`src/design/rpcg_pkg.sv`:
```
package rpcg_pkg;

  // Generator arithmetic
  localparam int unsigned StateW = 31;
  localparam logic [StateW-1:0] PmMod = 31'h7FFF_FFFF;
  localparam logic [14:0] PmMul = 15'd16807;
  localparam int unsigned ProdW = StateW + 15;

  // Gap interval [1,2]: reject only the top state, split at the bucket size
  localparam logic [StateW-1:0] GapLimit = 31'd2147483646;
  localparam logic [StateW-1:0] GapBucket = 31'd1073741823;

  // Character interval [33,126]: 94 buckets of 22845570 states.
  // x / 22845570 equals 94x / CharLimit, and CharLimit is 2^31 - 68, so the
  // top bits of 94x give the quotient up to one correction step.
  localparam int unsigned CharW = 7;
  localparam logic [CharW-1:0] CharLo = 7'd33;
  localparam logic [StateW-1:0] CharLimit = 31'd2147483580;
  localparam logic [CharW-1:0] CharSpan = 7'd94;
  localparam logic [CharW-1:0] CharFold = 7'd68;
  localparam int unsigned ScaledW = StateW + CharW;

  // Input action codes
  localparam logic ActReseed = 1'b0;
  localparam logic ActGenerate = 1'b1;

  // Configuration register indexes
  localparam int unsigned CfgIdxW = 3;
  localparam logic [CfgIdxW-1:0] CfgAllowSymbols = 3'd0;
  localparam logic [CfgIdxW-1:0] CfgAllowDigits = 3'd1;
  localparam logic [CfgIdxW-1:0] CfgAllowUpper = 3'd2;
  localparam logic [CfgIdxW-1:0] CfgAllowLookalikes = 3'd3;
  localparam logic [CfgIdxW-1:0] CfgVowelPattern = 3'd4;

  // Controller to datapath commands
  typedef struct packed {
    logic load_seed;
    logic load_count;
    logic mul;
    logic reduce;
    logic gap_load;
    logic div_init;
    logic div_step;
    logic gap_dec;
    logic emit;
  } dp_cmd_t;

  // Datapath to controller status
  typedef struct packed {
    logic gap_reject;
    logic char_reject;
    logic filter_reject;
    logic vowel;
    logic vowel_mode;
    logic gap_zero;
    logic count_zero;
    logic last;
    logic out_free;
  } dp_sts_t;

  function automatic logic is_digit(input logic [CharW-1:0] c);
    return (c >= 7'd48) && (c <= 7'd57);
  endfunction

  function automatic logic is_upper(input logic [CharW-1:0] c);
    return (c >= 7'd65) && (c <= 7'd90);
  endfunction

  function automatic logic is_lower(input logic [CharW-1:0] c);
    return (c >= 7'd97) && (c <= 7'd122);
  endfunction

  // 0 O o I l 1 ( ) [ ] { } ; : | - _ B 8
  function automatic logic is_lookalike(input logic [CharW-1:0] c);
    logic hit;
    hit = 1'b0;
    case (c)
      7'd48, 7'd79, 7'd111, 7'd73, 7'd108, 7'd49, 7'd40, 7'd41, 7'd91, 7'd93,
      7'd123, 7'd125, 7'd59, 7'd58, 7'd124, 7'd45, 7'd95, 7'd66, 7'd56: hit = 1'b1;
      default: hit = 1'b0;
    endcase
    return hit;
  endfunction

  // a e i o u y A E I O U Y
  function automatic logic is_vowel(input logic [CharW-1:0] c);
    logic hit;
    hit = 1'b0;
    case (c)
      7'd97, 7'd101, 7'd105, 7'd111, 7'd117, 7'd121,
      7'd65, 7'd69, 7'd73, 7'd79, 7'd85, 7'd89: hit = 1'b1;
      default: hit = 1'b0;
    endcase
    return hit;
  endfunction

endpackage

```
`src/design/random_password_char_generator.sv`:
```
// Channel   Handshake                Payload
// in        in_valid_i / in_ready_o  action_i, seed_value_i, char_count_i
// out       out_valid_o/out_ready_i  character_o, last_char_o
// cfg       cfg_valid_i/cfg_ready_o  cfg_index_i, cfg_data_i
//
// A reseed completes in the idle state. A generator step passes the
// multiply, fold and range-check states; a character candidate adds
// the bucket-division and filtering states, and each emit its own state.
// Rejected candidates repeat the whole step, so the time a string takes
// is data dependent. Reset loads state 1 and the register defaults. A
// stalled output holds the controller in its emit state.
module random_password_char_generator import rpcg_pkg::*; #(
  parameter int unsigned MAX_CHARS = 64
) (
  input  logic               clk_i,
  input  logic               rst_ni,
  input  logic               in_valid_i,
  output logic               in_ready_o,
  input  logic               action_i,
  input  logic [StateW-1:0]  seed_value_i,
  input  logic [6:0]         char_count_i,
  output logic               out_valid_o,
  input  logic               out_ready_i,
  output logic [CharW-1:0]   character_o,
  output logic               last_char_o,
  input  logic               cfg_valid_i,
  output logic               cfg_ready_o,
  input  logic [CfgIdxW-1:0] cfg_index_i,
  input  logic               cfg_data_i
);

  dp_cmd_t cmd;
  dp_sts_t sts;

  assign cfg_ready_o = 1'b1;

  rpcg_ctrl u_ctrl (
    .clk_i      (clk_i),
    .rst_ni     (rst_ni),
    .in_valid_i (in_valid_i),
    .in_ready_o (in_ready_o),
    .action_i   (action_i),
    .sts_i      (sts),
    .cmd_o      (cmd)
  );

  rpcg_dp #(
    .MAX_CHARS (MAX_CHARS)
  ) u_dp (
    .clk_i        (clk_i),
    .rst_ni       (rst_ni),
    .cmd_i        (cmd),
    .sts_o        (sts),
    .seed_value_i (seed_value_i),
    .char_count_i (char_count_i),
    .cfg_we_i     (cfg_valid_i),
    .cfg_index_i  (cfg_index_i),
    .cfg_data_i   (cfg_data_i),
    .out_valid_o  (out_valid_o),
    .out_ready_i  (out_ready_i),
    .character_o  (character_o),
    .last_char_o  (last_char_o)
  );

endmodule

```
`src/design/rpcg_dp.sv`:
```
module rpcg_dp import rpcg_pkg::*; #(
  parameter int unsigned MAX_CHARS = 64
) (
  input  logic              clk_i,
  input  logic              rst_ni,
  input  dp_cmd_t           cmd_i,
  output dp_sts_t           sts_o,
  input  logic [StateW-1:0] seed_value_i,
  input  logic [6:0]        char_count_i,
  input  logic              cfg_we_i,
  input  logic [CfgIdxW-1:0] cfg_index_i,
  input  logic              cfg_data_i,
  output logic              out_valid_o,
  input  logic              out_ready_i,
  output logic [CharW-1:0]  character_o,
  output logic              last_char_o
);

  localparam int unsigned CntW = $clog2(MAX_CHARS + 1);
  localparam logic [6:0] MaxCount = 7'(MAX_CHARS);

  logic [StateW-1:0] gen_q, gen_d;
  logic [ProdW-1:0]  prod_q;
  logic [ScaledW-1:0] scaled_q;
  logic [CharW-1:0]  quo_q;
  logic [1:0]        gap_q;
  logic [CntW-1:0]   cnt_q;
  logic              out_valid_q;
  logic [CharW-1:0]  char_q;
  logic              last_q;
  logic              sym_q, dig_q, up_q, look_q, vow_q;

  logic [StateW:0]   fold;
  logic [StateW-1:0] reduced;
  logic [CharW-1:0]  bkt_hi;
  logic [2*CharW-1:0] bkt_add;
  logic [StateW:0]   bkt_rem;
  logic [CharW-1:0]  cand;
  logic [6:0]        count_sat;

  // Fold the product modulo 2^31-1; the result is never zero for a nonzero state
  assign fold = {1'b0, prod_q[StateW-1:0]} + {{(2*StateW+1-ProdW){1'b0}}, prod_q[ProdW-1:StateW]};
  assign reduced = fold[StateW-1:0] + {{(StateW-1){1'b0}}, fold[StateW]};

  // Quotient estimate from the top bits of 94x, remainder folded back by 68 per unit
  assign bkt_hi  = scaled_q[ScaledW-1:StateW];
  assign bkt_add = bkt_hi * CharFold;
  assign bkt_rem = {1'b0, scaled_q[StateW-1:0]} + {{(StateW+1-2*CharW){1'b0}}, bkt_add};

  assign cand = CharLo + quo_q;
  assign count_sat = (char_count_i > MaxCount) ? MaxCount : char_count_i;

  // Generator state: seed load or new draw
  always_comb begin
    gen_d = gen_q;
    if (cmd_i.load_seed) begin
      gen_d = ((seed_value_i == '0) || (seed_value_i == PmMod)) ? StateW'(1) : seed_value_i;
    end else if (cmd_i.reduce) begin
      gen_d = reduced;
    end
  end

  always_ff @(posedge clk_i or negedge rst_ni) begin
    if (!rst_ni) begin
      gen_q <= StateW'(1);
    end else begin
      gen_q <= gen_d;
    end
  end

  // Configuration registers
  always_ff @(posedge clk_i or negedge rst_ni) begin
    if (!rst_ni) begin
      sym_q  <= 1'b1;
      dig_q  <= 1'b1;
      up_q   <= 1'b1;
      look_q <= 1'b1;
      vow_q  <= 1'b0;
    end else if (cfg_we_i) begin
      case (cfg_index_i)
        CfgAllowSymbols:    sym_q  <= cfg_data_i;
        CfgAllowDigits:     dig_q  <= cfg_data_i;
        CfgAllowUpper:      up_q   <= cfg_data_i;
        CfgAllowLookalikes: look_q <= cfg_data_i;
        CfgVowelPattern:    vow_q  <= cfg_data_i;
        default: ;
      endcase
    end
  end

  // Multiply, bucket scaling and quotient, gap and count
  always_ff @(posedge clk_i) begin
    if (cmd_i.mul) begin
      prod_q <= gen_q * PmMul;
    end
    if (cmd_i.div_init) begin
      scaled_q <= gen_q * CharSpan;
    end
    if (cmd_i.div_step) begin
      quo_q <= bkt_hi + CharW'(bkt_rem >= {1'b0, CharLimit});
    end
    if (cmd_i.gap_load) begin
      gap_q <= (gen_q >= GapBucket) ? 2'd2 : 2'd1;
    end else if (cmd_i.gap_dec) begin
      gap_q <= gap_q - 2'd1;
    end
    if (cmd_i.load_count) begin
      cnt_q <= CntW'(count_sat);
    end else if (cmd_i.emit) begin
      cnt_q <= cnt_q - CntW'(1);
    end
  end

  // Output register: load on emit, drop when taken
  always_ff @(posedge clk_i or negedge rst_ni) begin
    if (!rst_ni) begin
      out_valid_q <= 1'b0;
    end else if (cmd_i.emit) begin
      out_valid_q <= 1'b1;
    end else if (out_ready_i) begin
      out_valid_q <= 1'b0;
    end
  end

  always_ff @(posedge clk_i) begin
    if (cmd_i.emit) begin
      char_q <= cand;
      last_q <= (cnt_q == CntW'(1));
    end
  end

  assign out_valid_o = out_valid_q;
  assign character_o = char_q;
  assign last_char_o = last_q;

  // Status toward the controller
  always_comb begin
    sts_o.gap_reject    = (gen_q >= GapLimit);
    sts_o.char_reject   = (gen_q >= CharLimit);
    sts_o.filter_reject = (!sym_q && !(is_digit(cand) || is_upper(cand) || is_lower(cand))) ||
                          (!dig_q && is_digit(cand)) ||
                          (!up_q && is_upper(cand)) ||
                          (!look_q && is_lookalike(cand));
    sts_o.vowel         = is_vowel(cand);
    sts_o.vowel_mode    = vow_q;
    sts_o.gap_zero      = (gap_q == 2'd0);
    sts_o.count_zero    = (cnt_q == '0);
    sts_o.last          = (cnt_q == CntW'(1));
    sts_o.out_free      = !out_valid_q || out_ready_i;
  end

  a_state_live: assert property (@(posedge clk_i) disable iff (!rst_ni)
    (gen_q != '0) && (gen_q != PmMod))
    else $error("generator state locked");

  a_emit_free: assert property (@(posedge clk_i) disable iff (!rst_ni)
    cmd_i.emit |-> (!out_valid_q || out_ready_i))
    else $error("emit over an untaken result");

  a_gap_dec: assert property (@(posedge clk_i) disable iff (!rst_ni)
    cmd_i.gap_dec |-> (gap_q != 2'd0))
    else $error("gap decrement below zero");

  a_emit_count: assert property (@(posedge clk_i) disable iff (!rst_ni)
    cmd_i.emit |-> (cnt_q != '0))
    else $error("emit with no characters left");

endmodule

```
`src/design/rpcg_ctrl.sv`:
```
module rpcg_ctrl import rpcg_pkg::*; (
  input  logic    clk_i,
  input  logic    rst_ni,
  input  logic    in_valid_i,
  output logic    in_ready_o,
  input  logic    action_i,
  input  dp_sts_t sts_i,
  output dp_cmd_t cmd_o
);

  typedef enum logic [2:0] {
    ST_IDLE,
    ST_MUL,
    ST_RED,
    ST_CHK,
    ST_DIV,
    ST_EVAL,
    ST_EMIT
  } state_e;

  state_e           state_q, state_d;
  logic             kind_gap_q, kind_gap_d;
  logic             regap_q, regap_d;

  always_comb begin
    state_d    = state_q;
    kind_gap_d = kind_gap_q;
    regap_d    = regap_q;
    cmd_o      = '0;
    in_ready_o = 1'b0;
    case (state_q)
      ST_IDLE: begin
        in_ready_o = 1'b1;
        if (in_valid_i) begin
          if (action_i == ActGenerate) begin
            cmd_o.load_count = 1'b1;
            kind_gap_d = 1'b1;
            state_d = ST_MUL;
          end else begin
            cmd_o.load_seed = 1'b1;
          end
        end
      end
      ST_MUL: begin
        cmd_o.mul = 1'b1;
        state_d = ST_RED;
      end
      ST_RED: begin
        cmd_o.reduce = 1'b1;
        state_d = ST_CHK;
      end
      // Reject out-of-range draws, else finish the gap or start the divide
      ST_CHK: begin
        if (kind_gap_q) begin
          if (sts_i.gap_reject) begin
            state_d = ST_MUL;
          end else begin
            cmd_o.gap_load = 1'b1;
            kind_gap_d = 1'b0;
            state_d = sts_i.count_zero ? ST_IDLE : ST_MUL;
          end
        end else if (sts_i.char_reject) begin
          state_d = ST_MUL;
        end else begin
          cmd_o.div_init = 1'b1;
          state_d = ST_DIV;
        end
      end
      ST_DIV: begin
        cmd_o.div_step = 1'b1;
        state_d = ST_EVAL;
      end
      // Apply class filters and vowel spacing
      ST_EVAL: begin
        regap_d = 1'b0;
        if (sts_i.filter_reject) begin
          state_d = ST_MUL;
        end else if (sts_i.vowel_mode) begin
          if (sts_i.gap_zero) begin
            if (sts_i.vowel) begin
              regap_d = 1'b1;
              state_d = ST_EMIT;
            end else begin
              state_d = ST_MUL;
            end
          end else if (sts_i.vowel) begin
            state_d = ST_MUL;
          end else begin
            cmd_o.gap_dec = 1'b1;
            state_d = ST_EMIT;
          end
        end else begin
          state_d = ST_EMIT;
        end
      end
      ST_EMIT: begin
        if (sts_i.out_free) begin
          cmd_o.emit = 1'b1;
          if (regap_q) begin
            kind_gap_d = 1'b1;
            state_d = ST_MUL;
          end else begin
            state_d = sts_i.last ? ST_IDLE : ST_MUL;
          end
        end
      end
      default: begin
        state_d = ST_IDLE;
      end
    endcase
  end

  always_ff @(posedge clk_i or negedge rst_ni) begin
    if (!rst_ni) begin
      state_q    <= ST_IDLE;
      kind_gap_q <= 1'b0;
      regap_q    <= 1'b0;
    end else begin
      state_q    <= state_d;
      kind_gap_q <= kind_gap_d;
      regap_q    <= regap_d;
    end
  end

endmodule
```
`config.mk`:
```
export PLATFORM = sky130hd
export DESIGN_NAME = random_password_char_generator
export DESIGN_NICKNAME = d
export VERILOG_FILES = /design/src/design/rpcg_pkg.sv /design/src/design/random_password_char_generator.sv /design/src/design/rpcg_dp.sv /design/src/design/rpcg_ctrl.sv
export SDC_FILE = /design/constraint.sdc
export NUM_CORES = 1
export LEC_CHECK = 0
export ABC_AREA = 0
export BUFFER_PORTS_ARGS = -buffer_cell sky130_fd_sc_hd__buf_2
export CAP_MARGIN = 20
export CORE_ASPECT_RATIO = 1.2
export CORE_MARGIN = 2
export CORE_UTILIZATION = 35
export DETAILED_ROUTE_END_ITERATION = 7
export SLEW_MARGIN = 25
export SYNTH_ARGS = -nofsm -noshare
export SYNTH_HDL_FRONTEND = slang
export SYNTH_SLANG_ARGS = --single-unit
```
`constraint.sdc`:
```
create_clock -name clk_i -period 7.26 [get_ports clk_i]
set_input_delay 0.726 -clock clk_i [delete_from_list [all_inputs] [get_ports clk_i]]
set_output_delay 0.726 -clock clk_i [all_outputs]
set_load 0.03 [all_outputs]
```
==> results.json, run 1 <==
{
  "final_cells": 2804,
  "route.antenna.remaining_nets": 0,
  "final.setup.tns_ns": 0,
  "cts_max_level": 4,
  "timing.reg2reg.setup_slack_ns": 0.32,
  "first_global_vias": 15503,
  "grt_first_pass_wirelength_um": 86500,
  "clock_sink_count": 148,
  "reg2reg_from": "u_dp.gen_q[27]$_DFFE_PN0P_",
  "report.final.setup_viol": 0,
  "coreArea_sq_um": 55700,
  "place_hpwl_um": 45500,
  "finalWorstPathRequiredPeriod_ns": 6.94,
  "tightestPinTransition_ns": 0.800,
  "drt-total-wl_um": 54400,
  "finClkSkew_ns": 0.0156,
  "die-area_sq_um": 57900,
  "worst_hold_path_type": "input pin to async pin",
  "share_of_synthesized_flip_flops_with_an_asynchronous_set_or_reset_pct": 28.4,
  "viasPerCell": 5.28,
  "synth.cells.most_frequent": "344 x sky130_fd_sc_hd__inv_1, 309 x sky130_fd_sc_hd__ha_1, 193 x sky130_fd_sc_hd__fa_1",
  "timing.hold.ws_ns": 0.386,
  "yosys.cell_count.top_type": "sky130_fd_sc_hd__inv_1",
  "place_congestion": 0.957,
  "netlist_top_cells_area": "sky130_fd_sc_hd__ha_1 20%, sky130_fd_sc_hd__fa_1 20%, sky130_fd_sc_hd__edfxtp_1 16%",
  "placed_cell_area_sq_um": 20900,
  "grt_antenna_before_repair": 0,
  "clk_transition_reported_paths_ns": 0.07,
  "start_util_pct": 35.2,
  "routed_wire_length_per_instance_um": 19.4,
  "number_of_synthesized_register_bits": 148,
  "cts_made_buffers": 17,
  "ios": 59,
  "worst_r2r_endpoint": "u_dp.prod_q[43]$_DFFE_PP_",
  "grt_remaining_overflow": 0,
  "top_achievable_clock_speed_mhz": 144,
  "required_ns": 7.49,
  "worst_ep_arrival_time_ns": 7.17,
  "fraction_of_the_cycle_the_final_worst_path_needs_pct": 95.5,
  "hold_buffers": 0,
  "portBuffers": 57,
  "final_area_sq_um": 21400,
  "timing_hold_violations_final": 0,
  "synthDominantAreaCellType": "sky130_fd_sc_hd__ha_1",
  "syn_area_sq_um": 19600,
  "worst-path-max-fanout": 7,
  "r2r.worst_path.cells": 20,
  "via_count": 14819,
  "synth-seq-area-share_pct": 21.6,
  "status": "finished clean",
  "dp_cells": 2771,
  "maxCapViolations": 0,
  "synthFlopType": "sky130_fd_sc_hd__edfxtp_1",
  "synth_cell_types": 86,
  "worst-setup-path-type": "flop to flop",
  "end_kind": "flop",
  "layout-drive-gt1-share_pct": 7.32,
  "syn_nets": 2548,
  "number_of_antenna_cells_inserted": 0,
  "drtIter0Drc": 868,
  "final_max_slew_viol_count": 0,
  "first_pass_iters": 5,
  "synth.top_cell.area_share_pct": 19.7,
  "grt_use_total_pct": 19.5,
  "synthesis.yosys.warnings": 0,
  "worstSkewPairLatency_ns": 0.46,
  "area.growth.synth_to_final_pct": 9.35,
  "slew-limit-headroom_pct": 46.3,
  "dieHeight_um": 263,
  "number_of_synthesized_flops_with_an_enable_pin": 106,
  "nets": 2614,
  "synthesis.instances": 1998,
  "die_x_um": 220,
  "maximum_clock_insertion_buffer_count": 2,
  "worstSetupStartpointType": "flop",
  "clock_tree_from_tritoncts": "done",
  "layout.filler_cells": 5428,
  "clockRootBuffer": "sky130_fd_sc_hd__clkbuf_16",
  "route.detailed.drc": 0,
  "grt_start_max_net_pins": 47,
  "num_rows": 95,
  "syn_avg_cell_area_sq_um": 9.81,
  "grt_setup_unrepaired": "no"
}
==> layout make-up <==
class	instances	area, sq um	share of cell area [%]
timing repair buffer	78	463	2.16
clock inverter	15	123	0.572
clock buffer	17	425	1.98
sequential	148	4240	19.8
multi-input combinational	1475	14000	65.2
tap	727	910	4.24
inverter	344	1290	6.02
==> layout by cell type, fill, tap and decap left out, types with 13 or more instances in the layout <==
cell type                   Yosys  final
sky130_fd_sc_hd__a221oi_1      20     20
sky130_fd_sc_hd__nor3_1        31     31
sky130_fd_sc_hd__nor2b_1       17     16
sky130_fd_sc_hd__nor2_1        80     78
sky130_fd_sc_hd__clkbuf_16      0     17
sky130_fd_sc_hd__xnor2_1       90     90
sky130_fd_sc_hd__xor2_1        56     56
sky130_fd_sc_hd__inv_1        344    344
sky130_fd_sc_hd__dfrtp_1       37     36
sky130_fd_sc_hd__a21o_1        41     41
sky130_fd_sc_hd__fa_1         193    193
sky130_fd_sc_hd__a31oi_1       21     21
sky130_fd_sc_hd__nand4_1       29     29
sky130_fd_sc_hd__buf_4          1     20
sky130_fd_sc_hd__nand2b_1      15     15
sky130_fd_sc_hd__nand3_1       48     48
sky130_fd_sc_hd__nand2_1       90     90
sky130_fd_sc_hd__a21oi_1      108    108
sky130_fd_sc_hd__o21ai_0       76     76
sky130_fd_sc_hd__edfxtp_1     106    106
sky130_fd_sc_hd__buf_2          2     57
sky130_fd_sc_hd__o21a_1        13     13
sky130_fd_sc_hd__o21bai_1      14     14
sky130_fd_sc_hd__and3_1        19     19
sky130_fd_sc_hd__ha_1         309    309
sky130_fd_sc_hd__nor4_1        13     13
==> metal layers <==
layer,wire length (um),vias up,global-route usage (%)
met2,26700,361,33.9
met5,0,-,0
met4,2080,0,7.96
li1,-,7098,-
met3,2290,76,2.62
met1,23300,7284,24.2
==> worst max-delay path by stage <==
stage | end | depth (start not counted) | slack [ns] | start
after floorplan | u_dp.prod_q[38]$_DFFE_PP_ | 23 | 1.21 | u_dp.gen_q[16]$_DFFE_PN0P_
after global placement | u_dp.prod_q[38]$_DFFE_PP_ | 23 | 0.36 | u_dp.gen_q[18]$_DFFE_PN0P_
after detailed placement | u_dp.prod_q[40]$_DFFE_PP_ | 23 | 0.37 | u_dp.gen_q[18]$_DFFE_PN0P_
after CTS | u_dp.prod_q[38]$_DFFE_PP_ | 23 | 0.30 | u_dp.gen_q[18]$_DFFE_PN0P_
after global routing | u_dp.prod_q[43]$_DFFE_PP_ | 22 | 0.02 | u_dp.gen_q[24]$_DFFE_PN0P_
final | u_dp.prod_q[43]$_DFFE_PP_ | 20 | 0.32 | u_dp.gen_q[27]$_DFFE_PN0P_
==> state kept, by name (all words and copies together) (netlist names), 2 cells and up <==
register / flops
u_ctrl.state_q: 3
u_dp.character_o: 7
u_dp.cnt_q: 7
u_dp.gap_q: 2
u_dp.gen_q: 31
u_dp.prod_q: 46
u_dp.quo_q: 7
u_dp.scaled_q: 36
==> what timing repair did <==
action / in CTS / in global routing
hold endpoints to repair: 0 / 0
endpoints found under the setup margin: 0 / 1
buffers inserted: 0 / 0
gates resized for setup: 0 / 1
==> cells by family (layout without fill, tap and decap cells) <==
logic type / Yosys count / in the layout / synth area share, %
DFF: 148 / 148 / 21.6
and+or+nand+nor: 409 / 409 / 11.0
other: 1 / 1 / 0.0191
muxes: 8 / 8 / 0.440
adders and majority gates: 502 / 502 / 39.4
AOI/OAI and AO/OA: 409 / 409 / 13.8
buffers and inverters: 375 / 454 / 7.21
xor gates and xnor gates: 146 / 146 / 6.52
==> metrics by stage <==
| stage | utilization (%) | setup slack [ns] |
|---|---|---|
| after floorplan | - | 1.21 |
| after global placement | 37.4 | 0.360 |
| after detailed placement | 37.4 | 0.367 |
| after CTS | 38.4 | 0.296 |
| after global routing | 38.5 | 0.0244 |
| final | 38.5 | 0.324 |
==> worst max-delay path: stages (launching register included) <==
cell	delay (ns)
sky130_fd_sc_hd__dfrtp_1	0.62
sky130_fd_sc_hd__inv_1	0.31
sky130_fd_sc_hd__fa_1	0.57
sky130_fd_sc_hd__inv_1	0.07
sky130_fd_sc_hd__ha_1	0.31
sky130_fd_sc_hd__fa_1	0.53
sky130_fd_sc_hd__fa_1	0.46
sky130_fd_sc_hd__fa_1	0.55
sky130_fd_sc_hd__inv_1	0.05
sky130_fd_sc_hd__fa_1	0.53
sky130_fd_sc_hd__inv_1	0.04
sky130_fd_sc_hd__ha_1	0.37
sky130_fd_sc_hd__and3_1	0.24
sky130_fd_sc_hd__and2_1	0.16
sky130_fd_sc_hd__a221oi_1	0.35
sky130_fd_sc_hd__o21ai_0	0.17
sky130_fd_sc_hd__nand3_1	0.10
sky130_fd_sc_hd__o211ai_1	0.18
sky130_fd_sc_hd__o21ai_0	0.30
sky130_fd_sc_hd__o21ai_0	0.30
sky130_fd_sc_hd__o311ai_0	0.47
Power of run 1 is not shown: default switching activity piles up to over one toggle a cycle in this logic, so the estimate is an artifact.
==> inputs of run 2 (changes only) <==
--- a/config.mk
+++ b/config.mk
@@ -8,8 +8,7 @@
 export ABC_AREA = 0
 export BUFFER_PORTS_ARGS = -buffer_cell sky130_fd_sc_hd__buf_2
 export CAP_MARGIN = 20
-export CORE_ASPECT_RATIO = 1.2
-export CORE_MARGIN = 2
+export CORE_MARGIN = 3
 export CORE_UTILIZATION = 35
 export DETAILED_ROUTE_END_ITERATION = 7
 export SLEW_MARGIN = 25
==> run 2 against run 1 <==
Compared with the run above:
- final cell count increased by 0.71%
- register-to-register slack improved by 0.06 ns
- critical endpoint is now u_dp.prod_q[36]$_DFFE_PP_
- cell area grew 0.32%
- critical path type unchanged
==> results.json, run 2 (synthesis results as in run 1) <==
{
  "status": "finished clean",
  "layout-drive-gt1-share_pct": 7.08,
  "viasPerCell": 5.26,
  "die_x_um": 243,
  "worstSetupStartpointType": "flop",
  "area.sequential_sq_um": 4240,
  "layout.filler_cells": 5573,
  "multi_input_area_sq_um": 14000,
  "cpPeakStageDelay_ns": 0.66,
  "tightestPinTransition_ns": 0.807,
  "maxCapViolations": 0,
  "nets": 2613,
  "placed_cell_area_sq_um": 20900,
  "finalWorstPathRequiredPeriod_ns": 6.88,
  "clk_transition_reported_paths_ns": 0.07,
  "drtIter0Drc": 647,
  "clockRootBuffer": "sky130_fd_sc_hd__clkbuf_16",
  "flip_flop_count_of_the_largest_register_after_layout": 46,
  "finClkSkew_ns": 0.0144,
  "grt_remaining_overflow": 0,
  "required_ns": 7.45,
  "fraction_of_the_cycle_the_final_worst_path_needs_pct": 94.8,
  "clock_tree_from_tritoncts": "done",
  "worst_ep_arrival_time_ns": 7.07,
  "top_achievable_clock_speed_mhz": 145,
  "worst-path-max-fanout": 8,
  "num_rows": 86,
  "clock_sink_count": 148,
  "worstSkewPairLatency_ns": 0.45,
  "post_cts_resize_count": 0,
  "final_area_sq_um": 21500,
  "final.setup.tns_ns": 0,
  "place_ws_ns": 0.392,
  "crit_top_cell": "sky130_fd_sc_hd__inv_1",
  "routed_wire_length_per_instance_um": 19.5,
  "grt_antenna_before_repair": 0,
  "first_pass_iters": 5,
  "routed-wl-met2_um": 24700,
  "drt-met1-wl_um": 26000,
  "drt-total-wl_um": 55000,
  "route.detailed.drc": 0,
  "met3_wirelength_um": 2490,
  "number_of_antenna_cells_inserted": 0,
  "worst-setup-path-type": "flop to flop",
  "grt_setup_unrepaired": "no",
  "worst_hold_path_type": "input pin to async pin",
  "coreArea_sq_um": 55300,
  "slowest_cp_cell": "sky130_fd_sc_hd__dfrtp_1",
  "maximum_clock_insertion_buffer_count": 2,
  "grt_first_pass_wirelength_um": 86600,
  "cts_max_level": 4,
  "postCtsSetupBuffers": 0,
  "mostFrequentLayoutCell": "sky130_fd_sc_hd__inv_1",
  "final_max_slew_viol_count": 0,
  "start_util_pct": 35.5,
  "timing_hold_violations_final": 0,
  "mostFrequentLayoutCells": "344 x sky130_fd_sc_hd__inv_1, 309 x sky130_fd_sc_hd__ha_1, 193 x sky130_fd_sc_hd__fa_1",
  "dieHeight_um": 243,
  "place_congestion": 0.951,
  "area.growth.synth_to_final_pct": 9.70,
  "first_global_vias": 15312,
  "largest_registers_in_the_final_layout": "u_dp.prod_q x46, u_dp.scaled_q x36, u_dp.gen_q x31",
  "via_count": 14849,
  "portBuffers": 57,
  "worst_slack_ns": 0.379,
  "place_hpwl_um": 46200,
  "report.final.setup_viol": 0,
  "cts_made_buffers": 17,
  "top_signal_layer_used": "met4",
  "regMostFlops": "u_dp.prod_q",
  "slew-limit-headroom_pct": 45.8,
  "timing.hold.ws_ns": 0.397,
  "hold_buffers": 0,
  "grt_use_total_pct": 18.9,
  "crit_chain": "inv_1, fa_1, inv_1, ha_1, inv_1, fa_1, inv_1, fa_1, fa_1, inv_1, fa_1, inv_1, ha_1, and4_1, and2_1, nand2b_1, nor4_1, o21ai_0, a21boi_0, nor2_1, a21oi_1, a31oi_1, xnor2_1",
  "grt_start_max_net_pins": 47,
  "die-area_sq_um": 58900,
  "end_kind": "flop",
  "route.antenna.remaining_nets": 0,
  "ios": 59
}
==> run 2: changes by cell type in the layout (fill, tap and decap cells not counted), moves of 2 or more <==
cell	before	now
sky130_fd_sc_hd__inv_8	2	0
sky130_fd_sc_hd__inv_6	4	1
sky130_fd_sc_hd__bufinv_16	0	3
sky130_fd_sc_hd__clkinvlp_4	4	2
==> run 2: critical path: cells and delay by family, from the launching register on <==
kind                       cells  cell delay (ns)
xor gates and xnor gates       1             0.16
DFF                            1             0.66
and+or+nand+nor                5             1.09
adders and majority gates      7             3.25
buffers and inverters          6             0.50
AOI/OAI and AO/OA              4             0.95
==> run 2: final cells by class <==
cell class / instances / area share (%)
multi-input combinational: 1475 / 65.0
sequential: 148 / 19.7
inverter: 344 / 6.00
tap: 748 / 4.35
timing repair buffer: 77 / 2.12
clock buffer: 19 / 2.06
clock inverter: 13 / 0.733
==> run 2: per-stage QoR <==
stage,std cells,utilization (%)
after floorplan,1998,-
after global placement,2791,37.8
after detailed placement,2791,37.8
after CTS,2823,38.8
after global routing,2824,38.9
final,2824,38.9
==> run 2: path summary, 6_finish.rpt <==
kind,from,end,slack [ns],cells after the start
min reg2reg,u_ctrl.regap_q$_DFFE_PN0N_,u_ctrl.regap_q$_DFFE_PN0N_,0.56,1
min in group clk_i,u_ctrl.regap_q$_DFFE_PN0N_,u_ctrl.regap_q$_DFFE_PN0N_,0.56,1
min,rst_ni,u_dp.vow_q$_DFFE_PN0P_,0.40,2
max reg2reg,u_dp.gen_q[18]$_DFFE_PN0P_,u_dp.prod_q[36]$_DFFE_PP_,0.38,23
max in group asynchronous,rst_ni,u_dp.gen_q[8]$_DFFE_PN0P_,6.39,2
max,u_dp.gen_q[18]$_DFFE_PN0P_,u_dp.prod_q[36]$_DFFE_PP_,0.38,23
==> run 2: per-layer routing <==
metal | up-vias | track usage (%)
met5 | - | 0
met4 | 0 | 6.82
met3 | 68 | 2.79
met2 | 359 | 30.2
met1 | 7346 | 26.1
li1 | 7076 | -
Power of run 2 is left out for the same reason.
